`src/rtl/assert_macros.svh`:
```
// Assertion helpers shared by the RTL.
// Define NO_ASSERTIONS to compile them out.
`ifndef ASSERT_MACROS_SVH
`define ASSERT_MACROS_SVH

`ifndef NO_ASSERTIONS

// same-cycle implication
`define ASSERT_IMPL(lbl, clk, rst_n, ante, cons, msg) \
    lbl: assert property (@(posedge clk) disable iff (!(rst_n)) (ante) |-> (cons)) \
        else $error(msg);

// next-cycle implication
`define ASSERT_NEXT(lbl, clk, rst_n, ante, cons, msg) \
    lbl: assert property (@(posedge clk) disable iff (!(rst_n)) (ante) |=> (cons)) \
        else $error(msg);

`else

`define ASSERT_IMPL(lbl, clk, rst_n, ante, cons, msg)
`define ASSERT_NEXT(lbl, clk, rst_n, ante, cons, msg)

`endif

`endif

```
`src/rtl/deqs_pkg.sv`:
```
package deqs_pkg;

    localparam int OP_W  = 3;
    localparam int VAL_W = 32;
    localparam int ST_W  = 2;

    // operation codes
    localparam logic [OP_W-1:0] OP_PUSH_FRONT = 3'd0;
    localparam logic [OP_W-1:0] OP_PUSH_BACK  = 3'd1;
    localparam logic [OP_W-1:0] OP_POP_FRONT  = 3'd2;
    localparam logic [OP_W-1:0] OP_POP_BACK   = 3'd3;
    localparam logic [OP_W-1:0] OP_PEEK       = 3'd4;
    localparam logic [OP_W-1:0] OP_FIND       = 3'd5;

    // result status codes
    localparam logic [ST_W-1:0] ST_OK        = 2'd0;
    localparam logic [ST_W-1:0] ST_EMPTY     = 2'd1;
    localparam logic [ST_W-1:0] ST_FULL      = 2'd2;
    localparam logic [ST_W-1:0] ST_NOT_FOUND = 2'd3;

    // controller -> datapath
    typedef struct packed {
        logic start;      // item accepted this cycle
        logic cap_front;  // read data -> data field
        logic rd_back;    // read slot before tail
        logic cap_back;   // read data -> back_data field
        logic scan;       // compare one entry, advance
        logic load_out;   // move result into output register
    } t_dp_cmd;

    // datapath -> controller
    typedef struct packed {
        logic empty;
        logic is_peek;
        logic scan_hit;
        logic scan_last;
        logic out_free;
    } t_dp_stat;

endpackage

```
`src/rtl/deqs_ctrl.sv`:
```
module deqs_ctrl (
    input  logic                          i_clk,
    input  logic                          i_rst_n,
    input  logic                          i_in_valid,
    input  logic [deqs_pkg::OP_W-1:0]     i_in_op,
    output logic                          o_in_ready,
    output deqs_pkg::t_dp_cmd             o_cmd,
    input  deqs_pkg::t_dp_stat            i_stat
);

    typedef enum logic [4:0] {
        S_IDLE     = 5'b00001,
        S_RD_FRONT = 5'b00010,
        S_RD_BACK  = 5'b00100,
        S_SCAN     = 5'b01000,
        S_OUT      = 5'b10000
    } t_state;

    t_state r_state;
    t_state n_state;

    always_ff @(posedge i_clk) begin
        if (!i_rst_n) begin
            r_state <= S_IDLE;
        end else begin
            r_state <= n_state;
        end
    end

    always_comb begin
        n_state    = r_state;
        o_cmd      = '0;
        o_in_ready = 1'b0;
        unique case (r_state)
            S_IDLE: begin
                o_in_ready = 1'b1;
                if (i_in_valid) begin
                    o_cmd.start = 1'b1;
                    unique case (i_in_op) inside
                        deqs_pkg::OP_POP_FRONT, deqs_pkg::OP_POP_BACK,
                        deqs_pkg::OP_PEEK: begin
                            n_state = i_stat.empty ? S_OUT : S_RD_FRONT;
                        end
                        deqs_pkg::OP_FIND: begin
                            n_state = i_stat.empty ? S_OUT : S_SCAN;
                        end
                        default: begin
                            n_state = S_OUT;
                        end
                    endcase
                end
            end
            S_RD_FRONT: begin
                o_cmd.cap_front = 1'b1;
                if (i_stat.is_peek) begin
                    o_cmd.rd_back = 1'b1;
                    n_state       = S_RD_BACK;
                end else begin
                    n_state = S_OUT;
                end
            end
            S_RD_BACK: begin
                o_cmd.cap_back = 1'b1;
                n_state        = S_OUT;
            end
            S_SCAN: begin
                o_cmd.scan = 1'b1;
                if (i_stat.scan_hit || i_stat.scan_last) begin
                    n_state = S_OUT;
                end
            end
            S_OUT: begin
                if (i_stat.out_free) begin
                    o_cmd.load_out = 1'b1;
                    n_state        = S_IDLE;
                end
            end
            default: begin
                n_state = S_IDLE;
            end
        endcase
    end

endmodule

```
`config.mk`:
```
export PLATFORM = sky130hd
export DESIGN_NAME = deqs_ctrl
export DESIGN_NICKNAME = d
export VERILOG_FILES = /design/src/rtl/assert_macros.svh /design/src/rtl/deqs_pkg.sv /design/src/rtl/deqs_ctrl.sv
export SDC_FILE = /design/constraint.sdc
export NUM_CORES = 1
export LEC_CHECK = 0
export BUFFER_PORTS_ARGS = -buffer_cell sky130_fd_sc_hd__buf_2
export CAP_MARGIN = 20
export CELL_PAD_IN_SITES_DETAIL_PLACEMENT = 1
export CELL_PAD_IN_SITES_GLOBAL_PLACEMENT = 1
export CORE_MARGIN = 5
export CORE_UTILIZATION = 27
export DETAILED_ROUTE_END_ITERATION = 10
export GPL_TIMING_DRIVEN = 0
export HOLD_SLACK_MARGIN = 0.08
export PLACE_DENSITY = 0.79
export SLEW_MARGIN = 25
export SYNTH_ARGS = -nofsm -noshare
export SYNTH_HDL_FRONTEND = slang
export SYNTH_SLANG_ARGS = --single-unit
```
`constraint.sdc`:
```
create_clock -name i_clk -period 1.8 [get_ports i_clk]
set_clock_uncertainty 0.2 [all_clocks]
set_input_delay 0.54 -clock i_clk [delete_from_list [all_inputs] [get_ports i_clk]]
set_output_delay 0.54 -clock i_clk [all_outputs]
set_load 0.05 [all_outputs]
```
==> impl_table.tex, run 1 <==
\begin{tabular}{lr}
\hline
Metric & Value \\
\hline
\multicolumn{2}{l}{\textbf{Synth}} \\
Mean Syn Cell Area & 8.16 sq um \\
Synthesis Warnings & 0 \\
Synth Flop Type & sky130\_fd\_sc\_hd\_\_dfxtp\_1 \\
Leading area contributor after synthesis & sky130\_fd\_sc\_hd\_\_dfxtp\_1 \\
Dominant cells by area after synthesis & sky130\_fd\_sc\_hd\_\_dfxtp\_1 25\%, sky130\_fd\_sc\_hd\_\_nor4b\_4 5.8\%, sky130\_fd\_sc\_hd\_\_nor2\_1 5.5\% \\
Library cells used by synthesis & 31 \\
Number of synthesized flops with an enable pin & 0 \\
Sequential share of the synthesized area & 24.5\% \\
Yosys top cell area share & 24.5\% \\
Synth async-reset ratio & 0\% \\
Synthesized flop and latch total & 5 \\
Synth Net Count & 61 \\
Synth Instances & 50 \\
Synthesized area & 408 sq um \\
\multicolumn{2}{l}{\textbf{Place}} \\
Post-DP HPWL & 961 um \\
IO buf count & 17 \\
Post-place setup slack & -0.400 ns \\
Weighted congestion reported at the end of routability-driven placement & 0.759 \\
\multicolumn{2}{l}{\textbf{Finish}} \\
FF/Latch Area & 109 sq um \\
Proportion of layout cells with a drive suffix above 1 & 61.4\% \\
Post-layout utilization of the core & 51.7\% \\
Area of the multi-input gates & 315 sq um \\
ANT cells & 0 \\
Area growth syn-to-layout & 86.5\% \\
Largest register by flop count & r\_state \\
Net count of the finished layout & 95 \\
Number of inserted filler cells in the final layout & 184 \\
Largest register FFs & 5 \\
Top flop regs & r\_state: 5 flops \\
\multicolumn{2}{l}{\textbf{Pwr}} \\
Leakage power figure & 0.368 nW \\
Power consumption & 0.429 mW \\
Total power density per cell area & 564 mW/mm\^{}2 \\
Peak VDD IR & 0.326 mV \\
\multicolumn{2}{l}{\textbf{Worst setup path}} \\
Register-to-Register Setup Slack & -0.05 ns \\
Crit path capture type & output port \\
Critical register-to-register path startpoint & r\_state[3] \\
Critical path data required time & 1.06 ns \\
Critical register-to-register path endpoint & r\_state[4] \\
Category of the worst setup path launch point & flip-flop \\
Cell depth of the worst flop-to-flop path & 6 \\
Critical path type & reg2out \\
CP Max Fanout & 4 \\
Worst EP arrival & 1.59 ns \\
\multicolumn{2}{l}{\textbf{Clocking}} \\
Clock tree from TritonCTS & done \\
Insertion delay to the later sink of the worst-skew pair & 0.24 ns \\
Clock slew at reported path FFs & 0.05 ns \\
Sink count of the clock tree & 5 \\
Buffer depth of the longest clock path & 2 \\
Root buf cell & sky130\_fd\_sc\_hd\_\_clkbuf\_4 \\
Cts bufs inserted & 3 \\
CTS H-Tree Depth & 1 \\
\multicolumn{2}{l}{\textbf{Global routing}} \\
All-layer global routing usage & 11.6\% \\
Largest net degree at the start of global routing & 11 \\
Vias in the first global route & 492 \\
Overall overflow remaining after global route & 0 \\
First-pass GRT wire length & 2170 um \\
Number of antenna violations at the first check in global routing & 0 \\
\multicolumn{2}{l}{\textbf{Routing}} \\
Via density per instance & 5.27 \\
Remaining antenna violation count & 0 \\
Wirelength, routed & 1610 um \\
Total number of vias & 522 \\
Average wire per cell in the routed design & 16.2 um \\
DRC Markers & 0 \\
DRT iter0 DRCs & 7 \\
Length of the first detailed-routing pass in iterations & 4 \\
\multicolumn{2}{l}{\textbf{Timing}} \\
Hold Violations, Final & 0 \\
Number of setup violations in the final report & 9 \\
Relative slew slack & 65.9\% \\
Final critical-path setup slack & -0.530 ns \\
Achievable clock frequency & 429 MHz \\
Worst-margin pin slew & 0.506 ns \\
Final Max Slew Viols & 0 \\
Setup repair after global routing missed its margin & true \\
Clock period minus worst slack & 2.33 ns \\
Final period util & 129\% \\
Hold Slack & 0.319 ns \\
\multicolumn{2}{l}{\textbf{Floorplan}} \\
Die Height & 48.9 um \\
Std cell rows & 14 \\
Floorplan core area & 0.00147 sq mm \\
Die Area & 0.00239 sq mm \\
Initial core utilization & 27.7\% \\
Die extent in x & 48.9 um \\
Num ports & 18 \\
\multicolumn{2}{l}{\textbf{Hold path}} \\
Min-Delay Endpoint & r\_state[0] \\
Hold path startpoint & i\_rst\_n \\
Worst hold path cell count & 2 \\
Kind of path behind the tightest hold check & in2reg \\
\multicolumn{2}{l}{\textbf{Outcome}} \\
Violated checks & setup timing \\
Run status & complete, but fails checks \\
\multicolumn{2}{l}{\textbf{Job}} \\
Count of maximum capacitance violations & 0 \\
\hline
\end{tabular}
critical path, cell delays in order (launching register included):
cell	delay (ns)
sky130_fd_sc_hd__dfxtp_2	0.31
sky130_fd_sc_hd__buf_6	0.11
sky130_fd_sc_hd__buf_4	0.13
sky130_fd_sc_hd__buf_6	0.12
sky130_fd_sc_hd__nor2_4	0.11
sky130_fd_sc_hd__and3_4	0.20
sky130_fd_sc_hd__and2_4	0.15
sky130_fd_sc_hd__buf_6	0.09
sky130_fd_sc_hd__buf_8	0.13
power by group:
group | internal, mW | leakage, nW | switching [mW]
Clock | 0.0839 | 0.0150 | 0.0465
Combinational | 0.0863 | 0.310 | 0.0858
Sequential | 0.116 | 0.0426 | 0.0106
Total | 0.286 | 0.368 | 0.143
synthesized netlist by cell type (2+ instances only):
cell type,n
sky130_fd_sc_hd__o21ai_0,2
sky130_fd_sc_hd__nor3_1,3
sky130_fd_sc_hd__and3b_1,2
sky130_fd_sc_hd__nor2b_1,3
sky130_fd_sc_hd__dfxtp_1,5
sky130_fd_sc_hd__nand2_1,2
sky130_fd_sc_hd__nand4b_1,2
sky130_fd_sc_hd__inv_1,3
sky130_fd_sc_hd__nor2_1,6
cell families after synthesis:
logic type                share of synthesized area (%)
AOI/OAI and AO/OA                                  17.5
xor gates and xnor gates                           2.15
buffers and inverters                              8.28
DFF                                                24.5
and+or+nand+nor                                    47.6
repair_timing:
item / in CTS / in global routing
hold buffers: 0 / 0
setup endpoints to repair: 7 / 9
pin swaps: 2 / 7
resized for setup: 22 / 14
setup buffers: 4 / 8
metal layers:
| layer | global-route usage, % | up-vias | part of all wire [%] |
|---|---|---|---|
| met5 | 0 | - | 0 |
| met4 | 5.38 | 0 | 2.3 |
| met3 | 2.75 | 4 | 5.2 |
| met2 | 22.2 | 17 | 58 |
| met1 | 11.5 | 252 | 34 |
| li1 | - | 249 | - |
cell usage in the layout (no fill, tap or decap), types with 2 or more instances in the layout:
| cell | instances |
|---|---|
| sky130_fd_sc_hd__and2_4 | 2 |
| sky130_fd_sc_hd__buf_2 | 10 |
| sky130_fd_sc_hd__buf_4 | 10 |
| sky130_fd_sc_hd__buf_6 | 6 |
| sky130_fd_sc_hd__buf_8 | 5 |
| sky130_fd_sc_hd__clkbuf_4 | 3 |
| sky130_fd_sc_hd__dfxtp_2 | 4 |
| sky130_fd_sc_hd__inv_1 | 3 |
| sky130_fd_sc_hd__nand2_1 | 2 |
| sky130_fd_sc_hd__nand4b_1 | 2 |
| sky130_fd_sc_hd__nor2_1 | 4 |
| sky130_fd_sc_hd__nor2b_1 | 3 |
| sky130_fd_sc_hd__nor3_1 | 2 |
| sky130_fd_sc_hd__o21ai_0 | 2 |
worst max path at each step:
stage               startpoint        to  slack [ns]  depth (start not counted)
floorplan           r_state[3]  o_cmd[5]       -0.27                          4
global placement    r_state[1]  o_cmd[5]       -0.40                          5
detailed placement  r_state[1]  o_cmd[5]       -0.40                          5
CTS                 r_state[1]  o_cmd[5]       -0.55                          5
global route        r_state[3]  o_cmd[3]       -0.58                          8
finish              r_state[3]  o_cmd[3]       -0.53                          8
stage by stage:
step | instance area (sq um) | setup TNS, ns | std cells
global route | 761 | -3.23 | 99
floorplan | 428 | -0.412 | 50
detailed placement | 533 | -1.17 | 83
global placement | 533 | -0.971 | 83
CTS | 659 | -2.54 | 91
finish | 761 | -2.83 | 99
area by class of cell:
type                    count  share of cell area (%)
plain buffers               2                    2.96
clock buffers               4                    3.45
flip-flops and latches      5                    14.3
repair buffers             29                    32.2
multi-input cells          39                    41.4
well taps                  16                    2.63
inverters                   4                    2.96
Power figures use the tool's default switching activity.
==> inputs of run 2 (changes only) <==
ABC_AREA = 1   (was unset)
CORE_UTILIZATION = 25   (was 27)
PLACE_DENSITY = 0.72   (was 0.79)
clock period = 2.05 ns   (was 1.8 ns; I/O delays follow)
==> impl_table.tex, run 2 <==
\begin{tabular}{lr}
\hline
Metric & Value \\
\hline
\multicolumn{2}{l}{\textbf{Synth}} \\
Synthesized area & 404 sq um \\
Synth Flop Type & sky130\_fd\_sc\_hd\_\_dfxtp\_1 \\
Synth Instances & 69 \\
Number of synthesized flops with an enable pin & 0 \\
Sequential share of the synthesized area & 24.8\% \\
Yosys top cell area share & 24.8\% \\
Mean Syn Cell Area & 5.86 sq um \\
Synth async-reset ratio & 0\% \\
Dominant cells by area after synthesis & sky130\_fd\_sc\_hd\_\_dfxtp\_1 25\%, sky130\_fd\_sc\_hd\_\_nand2\_1 16\%, sky130\_fd\_sc\_hd\_\_inv\_1 14\% \\
Leading area contributor after synthesis & sky130\_fd\_sc\_hd\_\_dfxtp\_1 \\
Library cells used by synthesis & 16 \\
Top-count cell post-synth & sky130\_fd\_sc\_hd\_\_nand2\_1 \\
Cell types with the highest counts after synthesis & 17 x sky130\_fd\_sc\_hd\_\_nand2\_1, 15 x sky130\_fd\_sc\_hd\_\_inv\_1, 9 x sky130\_fd\_sc\_hd\_\_nor2\_1, 5 x sky130\_fd\_sc\_hd\_\_dfxtp\_1, 5 x sky130\_fd\_sc\_hd\_\_nand3\_1 \\
Synth Net Count & 80 \\
Synthesized flop and latch total & 5 \\
Synthesis Warnings & 0 \\
\multicolumn{2}{l}{\textbf{Clocking}} \\
Insertion delay to the later sink of the worst-skew pair & 0.25 ns \\
Buffer depth of the longest clock path & 2 \\
Cts bufs inserted & 3 \\
Sink count of the clock tree & 5 \\
Clock slew at reported path FFs & 0.04 ns \\
Clock tree from TritonCTS & done \\
Root buf cell & sky130\_fd\_sc\_hd\_\_clkbuf\_4 \\
CTS H-Tree Depth & 1 \\
\multicolumn{2}{l}{\textbf{Worst setup path}} \\
Critical path type & reg2out \\
Largest delay share family, worst path & simple AND/OR/NAND/NOR gates \\
Capture point of the worst path & o\_cmd[5] \\
Logic depth of the worst path, buffers included & 6 \\
Worst EP arrival & 1.22 ns \\
Delay of the slowest cell on the worst path & 0.33 ns \\
List of cells traversed by the critical path & nor2\_4, nand2\_2, nor2\_4, inv\_2, nor2\_4, buf\_8 \\
Crit path max-delay cell type & sky130\_fd\_sc\_hd\_\_dfxtp\_2 \\
Category of the worst setup path launch point & flip-flop \\
Worst Path Buf+Inv & 2 \\
Cell depth of the worst flop-to-flop path & 7 \\
Critical register-to-register path startpoint & r\_state[2] \\
Critical register-to-register path endpoint & r\_state[0] \\
Source of the critical timing path & r\_state[2] \\
Cell mode on critical path & sky130\_fd\_sc\_hd\_\_nor2\_4 \\
Crit path capture type & output port \\
Register-to-Register Setup Slack & 0.63 ns \\
CP Max Fanout & 4 \\
Critical path data required time & 1.23 ns \\
\multicolumn{2}{l}{\textbf{Global routing}} \\
Largest net degree at the start of global routing & 8 \\
All-layer global routing usage & 11.3\% \\
Vias in the first global route & 492 \\
First-pass GRT wire length & 2140 um \\
Number of antenna violations at the first check in global routing & 0 \\
Overall overflow remaining after global route & 0 \\
\multicolumn{2}{l}{\textbf{Place}} \\
IO buf count & 17 \\
Cell count after placement & 102 \\
Weighted congestion reported at the end of routability-driven placement & 0.694 \\
Post-place setup slack & 0.0311 ns \\
Post-DP HPWL & 970 um \\
\multicolumn{2}{l}{\textbf{Timing}} \\
Setup repair after global routing missed its margin & true \\
Achievable clock frequency & 492 MHz \\
Final critical-path setup slack & 0.0162 ns \\
Clock period minus worst slack & 2.03 ns \\
Number of setup violations in the final report & 0 \\
Relative slew slack & 83.5\% \\
Hold Violations, Final & 0 \\
Final period util & 99.2\% \\
Worst-margin pin slew & 0.249 ns \\
Final Max Slew Viols & 0 \\
Hold Slack & 0.397 ns \\
\multicolumn{2}{l}{\textbf{Floorplan}} \\
Std cell rows & 14 \\
Num ports & 18 \\
Die extent in x & 50.2 um \\
Die Area & 0.00252 sq mm \\
Die Height & 50.2 um \\
Floorplan core area & 0.00152 sq mm \\
Initial core utilization & 26.5\% \\
\multicolumn{2}{l}{\textbf{Finish}} \\
Proportion of layout cells with a drive suffix above 1 & 50.0\% \\
Post-layout utilization of the core & 44.7\% \\
Largest register by flop count & r\_state \\
Top flop regs & r\_state: 5 flops \\
ANT cells & 0 \\
Most common cell after layout, fill and taps aside & sky130\_fd\_sc\_hd\_\_nand2\_1 \\
Final instance count without filler cells & 114 \\
Most used cells in the layout excluding fill and tap cells & 17 x sky130\_fd\_sc\_hd\_\_nand2\_1, 12 x sky130\_fd\_sc\_hd\_\_inv\_1, 11 x sky130\_fd\_sc\_hd\_\_buf\_2 \\
Net count of the finished layout & 110 \\
Largest register FFs & 5 \\
Area growth syn-to-layout & 68.4\% \\
\multicolumn{2}{l}{\textbf{Pwr}} \\
Power consumption & 0.482 mW \\
Leakage power figure & 0.354 nW \\
Total power density per cell area & 708 mW/mm\^{}2 \\
Peak VDD IR & 0.397 mV \\
\multicolumn{2}{l}{\textbf{Outcome}} \\
Run status & complete, no violations \\
\multicolumn{2}{l}{\textbf{Routing}} \\
DRT iter0 DRCs & 3 \\
DRC Markers & 0 \\
Remaining antenna violation count & 0 \\
Total number of vias & 518 \\
Via density per instance & 4.54 \\
Length of the first detailed-routing pass in iterations & 4 \\
Wirelength, routed & 1300 um \\
Average wire per cell in the routed design & 11.4 um \\
\multicolumn{2}{l}{\textbf{Hold path}} \\
Kind of path behind the tightest hold check & in2reg \\
Worst hold path cell count & 3 \\
\multicolumn{2}{l}{\textbf{Job}} \\
Count of maximum capacitance violations & 0 \\
\hline
\end{tabular}
[run 2: cell types whose count changed in the layout (fill, tap and decap cells not counted), moves of 3 or more]
| cell | delta |
|---|---|
| sky130_fd_sc_hd__nor2_4 | +4 |
| sky130_fd_sc_hd__inv_1 | +9 |
| sky130_fd_sc_hd__nor2_2 | +3 |
| sky130_fd_sc_hd__nand2_1 | +15 |
| sky130_fd_sc_hd__buf_8 | -3 |
| sky130_fd_sc_hd__nor2b_1 | -3 |
| sky130_fd_sc_hd__nand3_1 | +4 |
| sky130_fd_sc_hd__nand4_1 | +4 |
[run 2: what timing repair did]
action                                  4_1_cts  5_1_grt
hold endpoints to repair                      0        0
buffers inserted                              6        2
hold buffers                                  0        0
pin swaps                                     5        7
resized for setup                            18       10
endpoints found under the setup margin        7        7
[run 2: power by group]
part	internal, mW	switching [mW]	total, mW
logic	0.0980	0.145	0.243
registers	0.107	0.0144	0.122
clock network	0.0738	0.0438	0.118
total	0.279	0.203	0.482
[run 2: kinds of logic (layout without fill, tap and decap cells)]
| family | count (synthesis) | in the layout | synth area share, % |
|---|---|---|---|
| AOI/OAI and AO/OA | 3 | 3 | 4.95 |
| buffers and inverters | 16 | 45 | 15.8 |
| DFF | 5 | 5 | 24.8 |
| and+or+nand+nor | 45 | 45 | 54.5 |
[run 2: area by class of cell]
type	count	area, sq um
Fill cell	202	843
Timing Repair Buffer	25	190
Tap cell	16	20.0
Multi-Input combinational cell	48	268
Clock buffer	4	26.3
Inverter	15	58.8
Sequential cell	5	110
Buffer	1	7.51
[run 2: tightest hold or removal path, cell delays in order]
cell and delay, ns:
sky130_fd_sc_hd__buf_2 0.10, sky130_fd_sc_hd__nand2_1 0.05, sky130_fd_sc_hd__inv_1 0.04
[run 2: layer usage]
layer  vias to the layer above  track usage, %  part of all wire [%]
li1                        270               -                     -
met1                       226            12.6                    40
met2                        17            18.2                    52
met3                         5            2.37                   4.6
met4                         0            9.17                   3.3
met5                         -               0                     0
[run 2: through the flow]
step	instance area, sq um	setup TNS (ns)
floorplan	414	-0.0630
global placement	519	0
detailed placement	519	0
CTS	633	-0.0837
global route	681	-0.260
finish	681	0
[run 2: worst min path at each step]
stage / from / to
detailed placement: r_state[4] / r_state[4]
global placement: r_state[4] / r_state[4]
floorplan: r_state[4] / r_state[4]
global route: i_rst_n / r_state[0]
finish: i_rst_n / r_state[3]
CTS: r_state[4] / r_state[4]
==> inputs of run 3 (changes only) <==
PLACE_DENSITY = 0.77   (was 0.72)
==> impl_table.tex, run 3 (synthesis gave the netlist of run 2 again) <==
\begin{tabular}{lr}
\hline
Metric & Value \\
\hline
\multicolumn{2}{l}{\textbf{Floorplan}} \\
Std cell rows & 14 \\
Die Area & 0.00252 sq mm \\
Initial core utilization & 26.5\% \\
Die extent in x & 50.2 um \\
Num ports & 18 \\
Floorplan core area & 0.00152 sq mm \\
Die Height & 50.2 um \\
\multicolumn{2}{l}{\textbf{Worst setup path}} \\
CP Max Fanout & 4 \\
Source of the critical timing path & r\_state[2] \\
Critical path data required time & 1.23 ns \\
Critical path type & reg2out \\
Category of the worst setup path launch point & flip-flop \\
Capture point of the worst path & o\_cmd[5] \\
Cell depth of the worst flop-to-flop path & 7 \\
Register-to-Register Setup Slack & 0.52 ns \\
Crit path capture type & output port \\
Worst EP arrival & 1.24 ns \\
Critical register-to-register path endpoint & r\_state[1] \\
Critical register-to-register path startpoint & r\_state[4] \\
\multicolumn{2}{l}{\textbf{Timing}} \\
Relative slew slack & 83.6\% \\
Worst-margin pin slew & 0.247 ns \\
Final critical-path setup slack & -0.00726 ns \\
Setup tns final & -0.00726 ns \\
Clock period minus worst slack & 2.06 ns \\
Achievable clock frequency & 486 MHz \\
Final period util & 100\% \\
Setup repair after global routing missed its margin & true \\
Final Max Slew Viols & 0 \\
Number of setup violations in the final report & 1 \\
Hold Violations, Final & 0 \\
Hold Slack & 0.377 ns \\
\multicolumn{2}{l}{\textbf{Clocking}} \\
Clock tree from TritonCTS & done \\
Sink count of the clock tree & 5 \\
Insertion delay to the later sink of the worst-skew pair & 0.25 ns \\
Root buf cell & sky130\_fd\_sc\_hd\_\_clkbuf\_4 \\
Cts bufs inserted & 3 \\
Clock slew at reported path FFs & 0.05 ns \\
Hold-fix buffers, CTS & 0 \\
Buffer depth of the longest clock path & 2 \\
CTS H-Tree Depth & 1 \\
\multicolumn{2}{l}{\textbf{Place}} \\
IO buf count & 17 \\
Post-DP HPWL & 988 um \\
Weighted congestion reported at the end of routability-driven placement & 0.745 \\
Cell count after placement & 102 \\
\multicolumn{2}{l}{\textbf{Pwr}} \\
Combinational share of power & 50.2\% \\
Net Switching & 0.210 mW \\
Peak VDD IR & 0.247 mV \\
Power Internal & 0.282 mW \\
Power consumption & 0.493 mW \\
Total power density per cell area & 722 mW/mm\^{}2 \\
Part of the total power dissipated in sequential elements & 25.5\% \\
Leakage power figure & 0.352 nW \\
Switching portion of total power & 42.7\% \\
Clock group share of total power & 24.4\% \\
\multicolumn{2}{l}{\textbf{Hold path}} \\
Worst hold path cell count & 2 \\
Kind of path behind the tightest hold check & in2reg \\
\multicolumn{2}{l}{\textbf{Global routing}} \\
Largest net degree at the start of global routing & 8 \\
Number of antenna violations at the first check in global routing & 0 \\
All-layer global routing usage & 10.8\% \\
Vias in the first global route & 514 \\
First-pass GRT wire length & 2050 um \\
Overall overflow remaining after global route & 0 \\
\multicolumn{2}{l}{\textbf{Finish}} \\
ANT cells & 0 \\
Largest register by flop count & r\_state \\
Most common cell after layout, fill and taps aside & sky130\_fd\_sc\_hd\_\_nand2\_1 \\
Final instance count without filler cells & 114 \\
Top flop regs & r\_state: 5 flops \\
Most used cells in the layout excluding fill and tap cells & 16 x sky130\_fd\_sc\_hd\_\_nand2\_1, 12 x sky130\_fd\_sc\_hd\_\_inv\_1, 11 x sky130\_fd\_sc\_hd\_\_buf\_2 \\
Area growth syn-to-layout & 68.7\% \\
Largest register FFs & 5 \\
Proportion of layout cells with a drive suffix above 1 & 52.0\% \\
Net count of the finished layout & 110 \\
\multicolumn{2}{l}{\textbf{Routing}} \\
Via density per instance & 4.74 \\
Remaining antenna violation count & 0 \\
DRC Markers & 0 \\
Wirelength, routed & 1350 um \\
Length of the first detailed-routing pass in iterations & 2 \\
Average wire per cell in the routed design & 11.8 um \\
Total number of vias & 540 \\
DRT iter0 DRCs & 6 \\
\multicolumn{2}{l}{\textbf{Job}} \\
Count of maximum capacitance violations & 0 \\
\multicolumn{2}{l}{\textbf{Outcome}} \\
Run status & complete, but fails checks \\
Violated checks & setup timing \\
\hline
\end{tabular}
## run 3: changes by cell type in the layout (fill, tap and decap cells not counted)
cell	before	now
sky130_fd_sc_hd__nand2_2	1	2
sky130_fd_sc_hd__dfxtp_4	2	1
sky130_fd_sc_hd__dfxtp_2	2	4
sky130_fd_sc_hd__nand2_1	17	16
sky130_fd_sc_hd__dfxtp_1	1	0
## run 3: power by group through the flow
stage / registers, mW / logic [mW] / clock network [mW]
6_report: 0.125 / 0.247 / 0.120
5_1_grt: 0.127 / 0.268 / 0.131
4_1_cts: 0.119 / 0.214 / 0.125
3_5_place_dp: 0.119 / 0.194 / 0
3_3_place_gp: 0.119 / 0.186 / 0
2_1_floorplan: 0.117 / 0.149 / 0
## run 3: layout make-up
| cell class | count | area [sq um] |
|---|---|---|
| Clock buffer | 4 | 26.3 |
| Sequential cell | 5 | 109 |
| Timing Repair Buffer | 25 | 190 |
| Inverter | 15 | 58.8 |
| Fill cell | 214 | 842 |
| Multi-Input combinational cell | 48 | 270 |
| Buffer | 1 | 7.51 |
| Tap cell | 16 | 20.0 |
## run 3: worst min path at each step
stage	from	end
after floorplan	r_state[4]	r_state[4]
after global placement	r_state[4]	r_state[4]
after detailed placement	r_state[4]	r_state[4]
after CTS	i_rst_n	r_state[0]
after global routing	i_rst_n	r_state[0]
final	i_rst_n	r_state[0]
## run 3: metal layers
metal / GRT usage, % / vias to the layer above / part of all wire (%)
li1: - / 271 / -
met1: 10.9 / 247 / 39
met2: 18.4 / 18 / 55
met3: 3.55 / 4 / 3.4
met4: 7.86 / 0 / 2.5
met5: 0 / - / 0
## run 3: per-stage QoR
step	util, %	worst slack [ns]	area [sq um]
6_report	44.7	-0.00726	682
5_1_grt	44.7	-0.0880	682
4_1_cts	40.0	-0.0273	609
3_5_place_dp	34.1	0.0306	519
3_3_place_gp	34.1	0.0489	519
2_1_floorplan	-	-0.0630	414
## run 3: timing repair
action	in CTS	in global routing
resized for setup	15	15
buffers inserted	4	4
pin swaps	2	4
endpoints found under the setup margin	7	7
## run 3: worst max-delay path, cell delays in order (launching register included)
cell,delay [ns]
sky130_fd_sc_hd__dfxtp_2,0.33
sky130_fd_sc_hd__nor2_4,0.16
sky130_fd_sc_hd__nand2_2,0.09
sky130_fd_sc_hd__nor2_4,0.11
sky130_fd_sc_hd__inv_2,0.06
sky130_fd_sc_hd__nor2_4,0.08
sky130_fd_sc_hd__buf_8,0.15
